<file path="config.mk">
export PLATFORM = sky130hd
export DESIGN_NAME = met_cfg_regs
export DESIGN_NICKNAME = d
export VERILOG_FILES = /design/src/sv/assert_macros.svh /design/src/sv/met_pkg.sv /design/src/sv/met_cfg_regs.sv
export SDC_FILE = /design/constraint.sdc
export NUM_CORES = 1
export LEC_CHECK = 0
export ABC_AREA = 1
export BUFFER_PORTS_ARGS = -buffer_cell sky130_fd_sc_hd__buf_2
export CAP_MARGIN = 15
export CORE_AREA = 8 8 140 142
export CTS_CLUSTER_DIAMETER = 30
export DETAILED_ROUTE_END_ITERATION = 12
export DIE_AREA = 0 0 148 150
export HOLD_SLACK_MARGIN = 0.05
export PLACE_DENSITY = 0.9
export SKIP_LAST_GASP = 1
export SLEW_MARGIN = 20
export SYNTH_ARGS = -nofsm -noshare
export SYNTH_HDL_FRONTEND = slang
export SYNTH_SLANG_ARGS = --single-unit
</file>
<file path="constraint.sdc">
create_clock -name clk -period 1.7 [get_ports clk]
set_input_delay 0.085 -clock clk [delete_from_list [all_inputs] [get_ports clk]]
set_output_delay 0.085 -clock clk [all_outputs]
set_load 0.02 [all_outputs]
</file>
<file path="src/sv/assert_macros.svh">
// ----------------------------------------------------------------------------
// assertion macros
// clocked property checks, compiled out for synthesis
// ----------------------------------------------------------------------------
`ifndef ASSERT_MACROS_SVH
`define ASSERT_MACROS_SVH
`ifndef SYNTHESIS
// check with synchronous reset masking
`define MET_ASSERT(lbl, clk, rst, prop, msg) \
  lbl: assert property (@(posedge clk) disable iff (rst) prop) else $error(msg);
// check that also holds across reset
`define MET_ASSERT_NR(lbl, clk, prop, msg) \
  lbl: assert property (@(posedge clk) prop) else $error(msg);
`else
`define MET_ASSERT(lbl, clk, rst, prop, msg)
`define MET_ASSERT_NR(lbl, clk, prop, msg)
`endif
`endif

</file>
<file path="src/sv/met_pkg.sv">
// ----------------------------------------------------------------------------
// met_pkg
// shared types, constants and helpers of the escape-time pixel core
// ----------------------------------------------------------------------------
package met_pkg;

  localparam int MAX_DIM    = 4096;
  localparam int COUNT_BITS = 16;
  localparam int ACC_W      = 130;
  localparam int IDX_W      = 3;
  localparam int DIM_W      = 13;
  localparam int PIX_W      = 12;

  // configuration register indexes
  localparam logic [IDX_W-1:0] REG_CENTER_REAL     = 3'd0;
  localparam logic [IDX_W-1:0] REG_CENTER_IMAG     = 3'd1;
  localparam logic [IDX_W-1:0] REG_PIXEL_PITCH     = 3'd2;
  localparam logic [IDX_W-1:0] REG_CANVAS_WIDTH    = 3'd3;
  localparam logic [IDX_W-1:0] REG_CANVAS_HEIGHT   = 3'd4;
  localparam logic [IDX_W-1:0] REG_ITERATION_LIMIT = 3'd5;

  // 1e-12 in Q.80 units
  localparam logic [40:0] TINY_Q80 = 41'd1208925819615;

  typedef struct packed {
    logic signed [63:0]      center_real;
    logic signed [63:0]      center_imag;
    logic [62:0]             pixel_pitch;
    logic [DIM_W-1:0]        canvas_width;
    logic [DIM_W-1:0]        canvas_height;
    logic [COUNT_BITS-1:0]   iteration_limit;
  } cfg_t;

  typedef struct packed {
    logic                    issue;
    logic                    clear;
    logic                    sub;
    logic [1:0]              part;
    logic signed [63:0]      a;
    logic signed [63:0]      b;
    logic signed [ACC_W-1:0] init;
  } mac_cmd_t;

  // saturate a wide signed value to the signed 64-bit range
  function automatic logic signed [63:0] sat64(input logic signed [ACC_W-1:0] v);
    if (v[ACC_W-1:63] == '0 || v[ACC_W-1:63] == '1) begin
      return v[63:0];
    end else if (v[ACC_W-1]) begin
      return {1'b1, 63'b0};
    end else begin
      return {1'b0, {63{1'b1}}};
    end
  endfunction

endpackage

</file>
<file path="src/sv/met_cfg_regs.sv">
// ----------------------------------------------------------------------------
// met_cfg_regs
// configuration register file, written through a plain write port
// ----------------------------------------------------------------------------
module met_cfg_regs import met_pkg::*; (
  input  logic             clk,
  input  logic             rst,
  input  logic             cfg_we,
  input  logic [IDX_W-1:0] cfg_addr,
  input  logic [63:0]      cfg_wdata,
  output cfg_t             cfg
);

  always_ff @(posedge clk) begin
    if (rst) begin
      cfg.center_real     <= '0;
      cfg.center_imag     <= '0;
      cfg.pixel_pitch     <= 63'd576460752303423;
      cfg.canvas_width    <= 13'd640;
      cfg.canvas_height   <= 13'd480;
      cfg.iteration_limit <= 16'd256;
    end else if (cfg_we) begin
      unique case (cfg_addr)
        REG_CENTER_REAL:     cfg.center_real     <= cfg_wdata;
        REG_CENTER_IMAG:     cfg.center_imag     <= cfg_wdata;
        REG_PIXEL_PITCH:     cfg.pixel_pitch     <= cfg_wdata[62:0];
        REG_CANVAS_WIDTH:    cfg.canvas_width    <= cfg_wdata[DIM_W-1:0];
        REG_CANVAS_HEIGHT:   cfg.canvas_height   <= cfg_wdata[DIM_W-1:0];
        REG_ITERATION_LIMIT: cfg.iteration_limit <= cfg_wdata[COUNT_BITS-1:0];
        default: ;
      endcase
    end
  end

endmodule

</file>
==> summary.md <==
| Metric | Value |
|---|---|
| Largest net degree at the start of global routing | 106 |
| Final Util | 0.746 |
| Max Cap Viol | 0 |
| Seq/Total Area, Yosys | 0.511 |
| Max H-tree Level | 2 |
| Die Span X | approximately 150 um |
| # setup viols final | 0 |
| Final hold violation count | 0 |
| Max reg flops | 233 |
| DRC | 0 |
| Iteration-0 DRC Markers | 994 |
| Post-Syn Area per Cell | approximately 7.0 um2 |
| Drt wl/cell | ~17 um |
| Crit path max-delay family | buffers and inverters |
| Most flops, register | cfg |
| Critical Path Most Common Cell | dlygate4sd3_1 |
| Area of the core | roughly 18000 um2 |
| Grt peak-use layer | met2 |
| Worst R2R End | cfg[22]$_SDFFE_PP1P_ |
| Slew headroom | 0.679 |
| Multi-input logic area | 3800 um2 |
| Synth Flop Type | dfxtp_1 |
| Setup Total Neg Slack | 0 ns |
| Worst Hold Depth | 5 |
| Clock sinks | 233 |
| Initial antenna violation count | 0 |
| Crit path time final | 1.40 ns |
| Vias per cell | 5.37 |
| Clk root buf | clkbuf_16 |
| Die Height | roughly 150 um |
| First-pass GRT wire length | 53400 um |
| Post-layout net count | between 1500 and 2000 |
| Status | finished clean |
| Detail Placement HPWL | 19600 um |
| Worst-Skew Late Latency | 0.52 ns |
| Critical path's largest stage delay | 0.57 ns |
| Met2 GRT Util | 0.496 |
| Most common cell in the netlist | nor2_1 |
| # fillers | 1151 |
| Port bufs | just over 300 |
| R2R cell count | 3 |
| Clock Pin Slew Worst Setup and Hold Paths | approximately 0.050 ns |
| Site Rows | 49 |
| Critical path depth | 5 |
| M3 GR Usage | 0.0862 |
| Worst hold path type | input pin to flip-flop |
| Synth Register Bits | 233 |
| Critical Path RT | 2.10 ns |
| Synth Instances | 1312 |
| Post-synth top cells | nor2_1, nand2_1, dfxtp_1, nand3_1, inv_1 |
| Synth cell types | 15 |
| DP Cell Count | 1781 |
| CP startpoint kind | input pin |
| FMAX | around 710 MHz |
| Crit-path slowest cell | dlygate4sd3_1 |
| Max Slew Vio Count | 0 |
| P per Cell Area | 1240 nW/um2 |
| Post-route ant nets | 0 |
| Measured slew at the worst slew-check pin | 0.482 ns |
| Routability cong. | 0.845 |
| Synth async-reset ratio | 0 |
| Final wirelength | roughly 34000 um |
| Setup crit start | rst |
| Critical Path Sink | cfg[23]$_SDFFE_PP1P_ |
| EDFF count, synth | 0 |
| Worst Clk Skew | 0 ns |
| Leakage power | ~6.6 nW |
| Gr usage total | 0.296 |
| Total number of vias | between 10000 and 15000 |
| Synth Warn # | 0 |
| TritonCTS clock tree | built |
| Vias in the first global route | between 10000 and 15000 |
| R2R setup slack | 0.57 ns |
| Non-Filler Instances | between 1500 and 2000 |
| Biggest regs | cfg (233) |
| Total CTS buffers | 42 |
| Post-CTS Resized | 0 |
| Yosys top cell by area | dfxtp_1 |
| Max clock buf depth | 3 |
| Total Die Area | 22200 um2 |
| Mapped Nets | 1382 |
| M1 GR Usage | 0.322 |
| Worst VDD drop | 0.855 mV |
| TritonRoute pass-1 iters | 5 |
| Critical Path AT | 1.80 ns |
| Crit Path Class | input pin to flip-flop |
| Layout cells sized above 1 | 0.244 |
| RSZ-0062 raised after global routing | no |
| Crit path buf inv count | 4 |
| Crit path cell chain | dlygate4sd3_1 > buf_2 > inv_6 > nand3_1 > dlygate4sd3_1 |
| Crit Reg-Reg Startpoint | cfg[22]$_SDFFE_PP1P_ |
| GRT overflow | 0 |
| Worst setup EP type | flip-flop |
| Top-area cell type share of the netlist area | 0.511 |
| Critical path fanouts, max | 55 |
| I/O pins | 303 |
| Starting density of the core | 0.521 |
| Cell area after synthesis | 9130 um2 |
| Final period util | 0.825 |
| FF+latch area | 4660 um2 |
| Synth-to-layout area growth | 43.3% |
| Synth area leaders | dfxtp_1, nor2_1, nand3_1, nand2_1, buf_2 |
-- worst min-delay path, delay by kind of cell --
| kind | cells | cell delay, ns |
|---|---|---|
| and+or+nand+nor | 3 | 0.25 |
| buffers and inverters | 2 | 0.22 |
-- logic make-up after synthesis --
| logic type | synth area share |
|---|---|
| AOI/OAI and AO/OA | 0.000547 |
| buffers and inverters | 0.0759 |
| DFF | 0.511 |
| and+or+nand+nor | 0.413 |
-- routing by layer --
metal | part of all wire | vias to the layer above
met2 | 0.49 | 704
li1 | - | 4787
met3 | 0.11 | 168
met1 | 0.35 | 4699
met5 | 0 | -
met4 | 0.055 | 0
-- layout make-up --
cell class	instances	share of cell area
Antenna cell	1	0.000191
Clock buffer	53	0.0914
Clock inverter	25	0.0252
Inverter	71	0.0207
Multi-Input combinational cell	918	0.290
Sequential cell	233	0.356
Tap cell	229	0.0219
Timing Repair Buffer	398	0.194
-- worst min path at each step --
stage | start | endpoint | slack, ns
2_1_floorplan | cfg_wdata[5] | cfg[21]$_SDFFE_PP1P_ | 0.20
3_3_place_gp | cfg_wdata[0] | cfg[42]$_SDFFE_PP1P_ | 0.30
3_5_place_dp | cfg_wdata[22] | cfg[64]$_SDFFE_PP1P_ | 0.30
4_1_cts | cfg_wdata[15] | cfg[184]$_SDFFE_PP0P_ | 0.05
5_1_grt | cfg_wdata[15] | cfg[57]$_SDFFE_PP0P_ | 0.09
6_report | cfg_wdata[15] | cfg[184]$_SDFFE_PP0P_ | 0.08
-- where the power goes --
part | switching [W] | internal (W)
Combinational | 0.00106 | 0.000566
Clock | 0.00291 | 0.00595
Sequential | 0.000112 | 0.00566
-- cell usage in the layout (no fill, tap or decap), drive strengths merged --
cell type	count
nor2	410
bufinv	6
clkbuf	53
buf	330
dfxtp	233
dlygate4sd3	68
nand2	274
clkinv	9
inv	76
o21ai	1
diode	1
clkinvlp	5
nand3	233
-- what timing repair did --
item / in CTS / in global routing
hold buffers: 68 / 0
endpoints found under the hold margin: 211 / 0
setup buffers: 0 / 0
-- through the flow --
step                power [W]  hold slack (ns)  setup slack, ns  instance area [um2]
floorplan             0.00678            0.198            0.774                 9130
finish                 0.0163           0.0753            0.298                13100
global placement      0.00728            0.298            0.473                10900
global route           0.0167           0.0925            0.225                13100
CTS                    0.0163           0.0506            0.302                13100
detailed placement    0.00732            0.304            0.436                10900
No activity file was read; power rests on OpenSTA's default activity.
