## src/sv/assert_macros.svh

```systemverilog
// ----------------------------------------------------------------------------
// assertion macros
// clocked property checks, compiled out for synthesis
// ----------------------------------------------------------------------------
`ifndef ASSERT_MACROS_SVH
`define ASSERT_MACROS_SVH
`ifndef SYNTHESIS
// check with synchronous reset masking
`define MET_ASSERT(lbl, clk, rst, prop, msg) \
  lbl: assert property (@(posedge clk) disable iff (rst) prop) else $error(msg);
// check that also holds across reset
`define MET_ASSERT_NR(lbl, clk, prop, msg) \
  lbl: assert property (@(posedge clk) prop) else $error(msg);
`else
`define MET_ASSERT(lbl, clk, rst, prop, msg)
`define MET_ASSERT_NR(lbl, clk, prop, msg)
`endif
`endif

```

## src/sv/met_pkg.sv

```systemverilog
// ----------------------------------------------------------------------------
// met_pkg
// shared types, constants and helpers of the escape-time pixel core
// ----------------------------------------------------------------------------
package met_pkg;

  localparam int MAX_DIM    = 4096;
  localparam int COUNT_BITS = 16;
  localparam int ACC_W      = 130;
  localparam int IDX_W      = 3;
  localparam int DIM_W      = 13;
  localparam int PIX_W      = 12;

  // configuration register indexes
  localparam logic [IDX_W-1:0] REG_CENTER_REAL     = 3'd0;
  localparam logic [IDX_W-1:0] REG_CENTER_IMAG     = 3'd1;
  localparam logic [IDX_W-1:0] REG_PIXEL_PITCH     = 3'd2;
  localparam logic [IDX_W-1:0] REG_CANVAS_WIDTH    = 3'd3;
  localparam logic [IDX_W-1:0] REG_CANVAS_HEIGHT   = 3'd4;
  localparam logic [IDX_W-1:0] REG_ITERATION_LIMIT = 3'd5;

  // 1e-12 in Q.80 units
  localparam logic [40:0] TINY_Q80 = 41'd1208925819615;

  typedef struct packed {
    logic signed [63:0]      center_real;
    logic signed [63:0]      center_imag;
    logic [62:0]             pixel_pitch;
    logic [DIM_W-1:0]        canvas_width;
    logic [DIM_W-1:0]        canvas_height;
    logic [COUNT_BITS-1:0]   iteration_limit;
  } cfg_t;

  typedef struct packed {
    logic                    issue;
    logic                    clear;
    logic                    sub;
    logic [1:0]              part;
    logic signed [63:0]      a;
    logic signed [63:0]      b;
    logic signed [ACC_W-1:0] init;
  } mac_cmd_t;

  // saturate a wide signed value to the signed 64-bit range
  function automatic logic signed [63:0] sat64(input logic signed [ACC_W-1:0] v);
    if (v[ACC_W-1:63] == '0 || v[ACC_W-1:63] == '1) begin
      return v[63:0];
    end else if (v[ACC_W-1]) begin
      return {1'b1, 63'b0};
    end else begin
      return {1'b0, {63{1'b1}}};
    end
  endfunction

endpackage

```

## src/sv/met_mac.sv

```systemverilog
// ----------------------------------------------------------------------------
// met_mac
// shared 32x32 multiply-accumulate unit, one partial product per cycle
// ----------------------------------------------------------------------------
`include "assert_macros.svh"

module met_mac import met_pkg::*; (
  input  logic                    clk,
  input  logic                    rst,
  input  mac_cmd_t                cmd,
  output logic                    idle,
  output logic signed [ACC_W-1:0] acc
);

  logic [63:0]      mag_a, mag_b;
  logic [31:0]      half_a, half_b;
  logic             s1_valid, s1_neg;
  logic [1:0]       s1_sh;
  logic [31:0]      s1_a, s1_b;
  logic             s2_valid, s2_neg;
  logic [1:0]       s2_sh;
  logic [63:0]      s2_prod;
  logic [ACC_W-1:0] prod_ext, term;

  // operand magnitudes and the selected 32-bit halves
  always_comb begin
    mag_a  = cmd.a[63] ? (~cmd.a + 64'd1) : cmd.a;
    mag_b  = cmd.b[63] ? (~cmd.b + 64'd1) : cmd.b;
    half_a = cmd.part[1] ? mag_a[63:32] : mag_a[31:0];
    half_b = cmd.part[0] ? mag_b[63:32] : mag_b[31:0];
  end

  always_comb begin
    prod_ext = {{(ACC_W-64){1'b0}}, s2_prod};
    case (s2_sh)
      2'd0:    term = prod_ext;
      2'd1:    term = prod_ext << 32;
      default: term = prod_ext << 64;
    endcase
  end

  always_ff @(posedge clk) begin
    if (rst) begin
      s1_valid <= 1'b0;
      s2_valid <= 1'b0;
    end else begin
      s1_valid <= cmd.issue;
      s2_valid <= s1_valid;
    end
  end

  always_ff @(posedge clk) begin
    s1_a    <= half_a;
    s1_b    <= half_b;
    s1_neg  <= cmd.a[63] ^ cmd.b[63] ^ cmd.sub;
    s1_sh   <= {1'b0, cmd.part[1]} + {1'b0, cmd.part[0]};
    s2_prod <= {32'b0, s1_a} * {32'b0, s1_b};
    s2_neg  <= s1_neg;
    s2_sh   <= s1_sh;
    if (cmd.clear) begin
      acc <= cmd.init;
    end else if (s2_valid) begin
      acc <= s2_neg ? (acc - $signed(term)) : (acc + $signed(term));
    end
  end

  assign idle = !s1_valid && !s2_valid;

  `MET_ASSERT(a_clear_empty, clk, rst, cmd.clear |-> (!s1_valid && !s2_valid), "acc cleared with products in flight")
  `MET_ASSERT(a_shift_range, clk, rst, s1_valid |-> (s1_sh != 2'd3), "partial product shift out of range")
  `MET_ASSERT(a_pipe_follow, clk, rst, s2_valid |-> $past(cmd.issue, 2), "product without an issue")

endmodule

```

## config.mk

```make
export PLATFORM = sky130hd
export DESIGN_NAME = met_mac
export DESIGN_NICKNAME = d
export VERILOG_FILES = /design/src/sv/met_pkg.sv /design/src/sv/met_mac.sv
export VERILOG_INCLUDE_DIRS = /design/src /design/src/sv
export SDC_FILE = /design/constraint.sdc
export NUM_CORES = 2
export LEC_CHECK = 0
export BUFFER_PORTS_ARGS = -buffer_cell sky130_fd_sc_hd__buf_2
export CORE_MARGIN = 1.5
export CORE_UTILIZATION = 30
export CTS_CLUSTER_SIZE = 10
export DETAILED_ROUTE_END_ITERATION = 10
export PLACE_DENSITY = 0.42
export SLEW_MARGIN = 20
export SYNTH_ARGS = -nofsm -noshare
export SYNTH_HDL_FRONTEND = slang
export SYNTH_SLANG_ARGS = --single-unit
```

## constraint.sdc

```tcl
create_clock -name clk -period 10.2 [get_ports clk]
set_input_delay 0.51 -clock clk [delete_from_list [all_inputs] [get_ports clk]]
set_output_delay 0.51 -clock clk [all_outputs]
set_load 0.1 [all_outputs]
```

==> flow_metrics.py <==
metrics = {
    "detailed_routing": {
        "drt_iter0_drc": 3277,
        "via_per_inst": 5.06,
        "drt-total-wl_mm": 220,
        "drt_first_pass_iters": 8,
        "wl_per_cell_um": 23.0,
        "vias": 48514,
        "drc": 0,
        "ant_nets": 0,
    },
    "setup_path": {
        "crit_top_cell": "fa_1",
        "reg2reg_from": "s1_b[12]",
        "timing.critical_path.slowest_cell_delay_ns": 0.83,
        "r2r_setup_slack_ns": 1.44,
        "worstPathRequired_ns": 10.73,
        "worst-path-buf-inv": 4,
        "crit_fanout": 18,
        "worstReg2RegEnd": "s2_prod[63]",
        "slowest_stage": "dfxtp_1",
        "critPathTopFamily": "adder cells",
        "start_kind": "register",
        "end_kind": "register",
        "r2r_cells": 25,
        "worstPathArrival_ns": 9.29,
        "worst-setup-path-type": "register to register",
    },
    "finish": {
        "design_area_um2": 63300,
        "area_delta_synth_final_pct": 9.71,
        "fin_nets": 8600,
        "drive_gt1_share_pct": 8.97,
        "final_util_pct": 33.2,
        "finalNonFillerCells": 9579,
    },
    "die": {
        "start_util_pct": 30.3,
        "core_um2": 191000,
        "die_h_um": 442,
        "die_w_um": 442,
        "design.die.area_um2": 195000,
        "fp-row-count": 160,
        "num_io_pins": 396,
    },
    "yosys": {
        "yosysSeqAreaShare_pct": 11.5,
        "synth-edff-count": 130,
        "synthCells": 6934,
        "syn-num-nets": 8492,
        "synth.most_common_cell": "inv_1",
        "yosysUniqueCellTypes": 88,
        "synthTopCellsByCount": "inv_1, fa_1, nand2_1, and2_1, ha_1",
        "syn_area_per_cell_um2": 8.32,
        "yosys_most_used_dff": "dfxtp_1",
        "synth_top_area_cell": "fa_1",
        "ys_warn_count": 0,
        "synth_top_area_share_pct": 31.1,
        "synth_area_um2": 57700,
        "synth_area_leaders": "fa_1, ha_1, edfxtp_1",
        "ys_async_sr_fraction_pct": 0,
        "ys_ff_latch": 266,
    },
    "global_routing": {
        "grtUsageTotal_pct": 22.2,
        "antenna_found_initial": 9,
        "grt_pass1_wl_mm": 330,
        "gr-usage-met3_pct": 2.56,
        "grt_pass1_vias": 50635,
        "grtUsageMet1_pct": 30.5,
        "grt_max_degree": 143,
        "grt_most_used_layer": "met2",
        "grt_overflow": 0,
        "gr-usage-met2_pct": 37.1,
    },
    "placed_design": {
        "finalWeightedCongestion": 0.896,
        "hpwl_mm": 180,
        "place_area_um2": 62100,
        "port-buffer-count": 395,
        "place_inst": 9511,
    },
    "flow_run": {
        "drv_cap": 0,
    },
    "hold_path": {
        "hold-path-cell-count": 3,
        "hp-start": "cmd[67]",
        "hold_end": "acc[67]",
        "min_path_type": "input pin to register",
    },
    "sta": {
        "clock.fmax_ghz": 0.114,
        "fin_crit_sh_pct": 85.9,
        "period_needed_ns": 8.76,
        "relSlewSlack_pct": 21.5,
        "hold_violations": 0,
        "tns_ns": 0,
        "rsz0062_at_grt": "false",
        "finClkSkew_ns": 0.0599,
        "drv_slew": 0,
        "setup_violations": 0,
        "tightest_slew_ns": 1.18,
    },
    "clocking": {
        "htreeDepth": 2,
        "postCtsSetupBuffers": 0,
        "cts_root_buf": "clkbuf_16",
        "cts_buffer_depth": 3,
        "cts_tree": "built",
        "cts_buffers": 38,
        "cts.reportedPaths.clkPinSlew_ns": 0.06,
        "worstSkewPairLatency_ns": 0.69,
        "cts_sinks": 266,
    },
    "run_status": {
        "status": "finished clean",
    },
}
## sequential cells by signal, indices dropped and copies added (netlist names)
register  count
s1_b         32
s2_prod      64
acc         130
s2_valid      1
s2_sh         2
s1_a         32
s2_neg        1
s1_sh         2
s1_valid      1
s1_neg        1
## cell usage in the layout (no fill, tap or decap), drive strengths merged, types with 189 or more instances in the layout
cell | netlist | final
a21oi | 390 | 390
and2 | 620 | 620
buf | 31 | 488
fa | 897 | 897
ha | 396 | 396
inv | 914 | 916
nand2 | 885 | 885
nor2 | 366 | 366
o21ai | 352 | 352
xnor2 | 220 | 220
xor2 | 189 | 189
## worst reg2reg max path: cells and delay by family (launching register included)
| family | cells | cell delay, ns |
|---|---|---|
| fa+ha+maj | 9 | 4.62 |
| simple gates | 6 | 1.46 |
| compound gates | 5 | 1.08 |
| flops | 1 | 0.83 |
| buf+inv | 4 | 0.52 |
| xor+xnor | 1 | 0.12 |
## timing repair
item                      in CTS  in global routing
gates resized for setup        0                  0
hold buffers                   2                  0
hold endpoints to repair       2                  0
## kinds of logic (layout without fill, tap and decap cells)
logic type	count (synthesis)	after routing	share of synthesized area (%)
flip-flops	266	266	11.5
adder cells (fa/ha/maj)	1293	1293	39.7
XOR/XNOR	409	409	6.21
AND/OR/NAND/NOR	2350	2350	20.1
other	0	2	0
multiplexers	38	38	0.672
AO/OA/AOI/OAI	1239	1239	13.1
buffers and inverters	1339	1471	8.77
## area by class of cell
class | count | area (µm²)
flip-flops and latches | 266 | 6660
clock buffers | 50 | 1020
repair buffers | 490 | 2790
multi-input cells | 5329 | 46100
clock inverters | 14 | 204
fillers | 20429 | 127000
well taps | 2511 | 3140
inverters | 917 | 3440
diodes | 2 | 5.00
## layer usage
layer,share of wire (%),up-vias
li1,-,22621
met1,46,24370
met2,47,1321
met3,4.6,200
met4,2.4,2
met5,0.0032,-
## through the flow
stage	worst slack (ns)	hold WS [ns]
2_1_floorplan	2.75	0.310
3_3_place_gp	1.22	0.311
3_5_place_dp	1.19	0.317
4_1_cts	1.17	0.0317
5_1_grt	0.928	0.0871
6_report	1.44	0.0900
## worst max-delay path by stage
stage	start	endpoint	slack [ns]	cells after the start
after floorplan	s1_b[2]	s2_prod[63]	2.75	27
after global placement	s1_b[2]	s2_prod[63]	1.22	23
after detailed placement	s1_b[2]	s2_prod[63]	1.19	23
after CTS	s1_b[2]	s2_prod[63]	1.17	23
after global routing	s1_b[4]	s2_prod[60]	0.93	27
final	s1_b[12]	s2_prod[63]	1.44	25
Power is not shown: default switching activity piles up to over one toggle a cycle in this logic, so the estimate is an artifact.
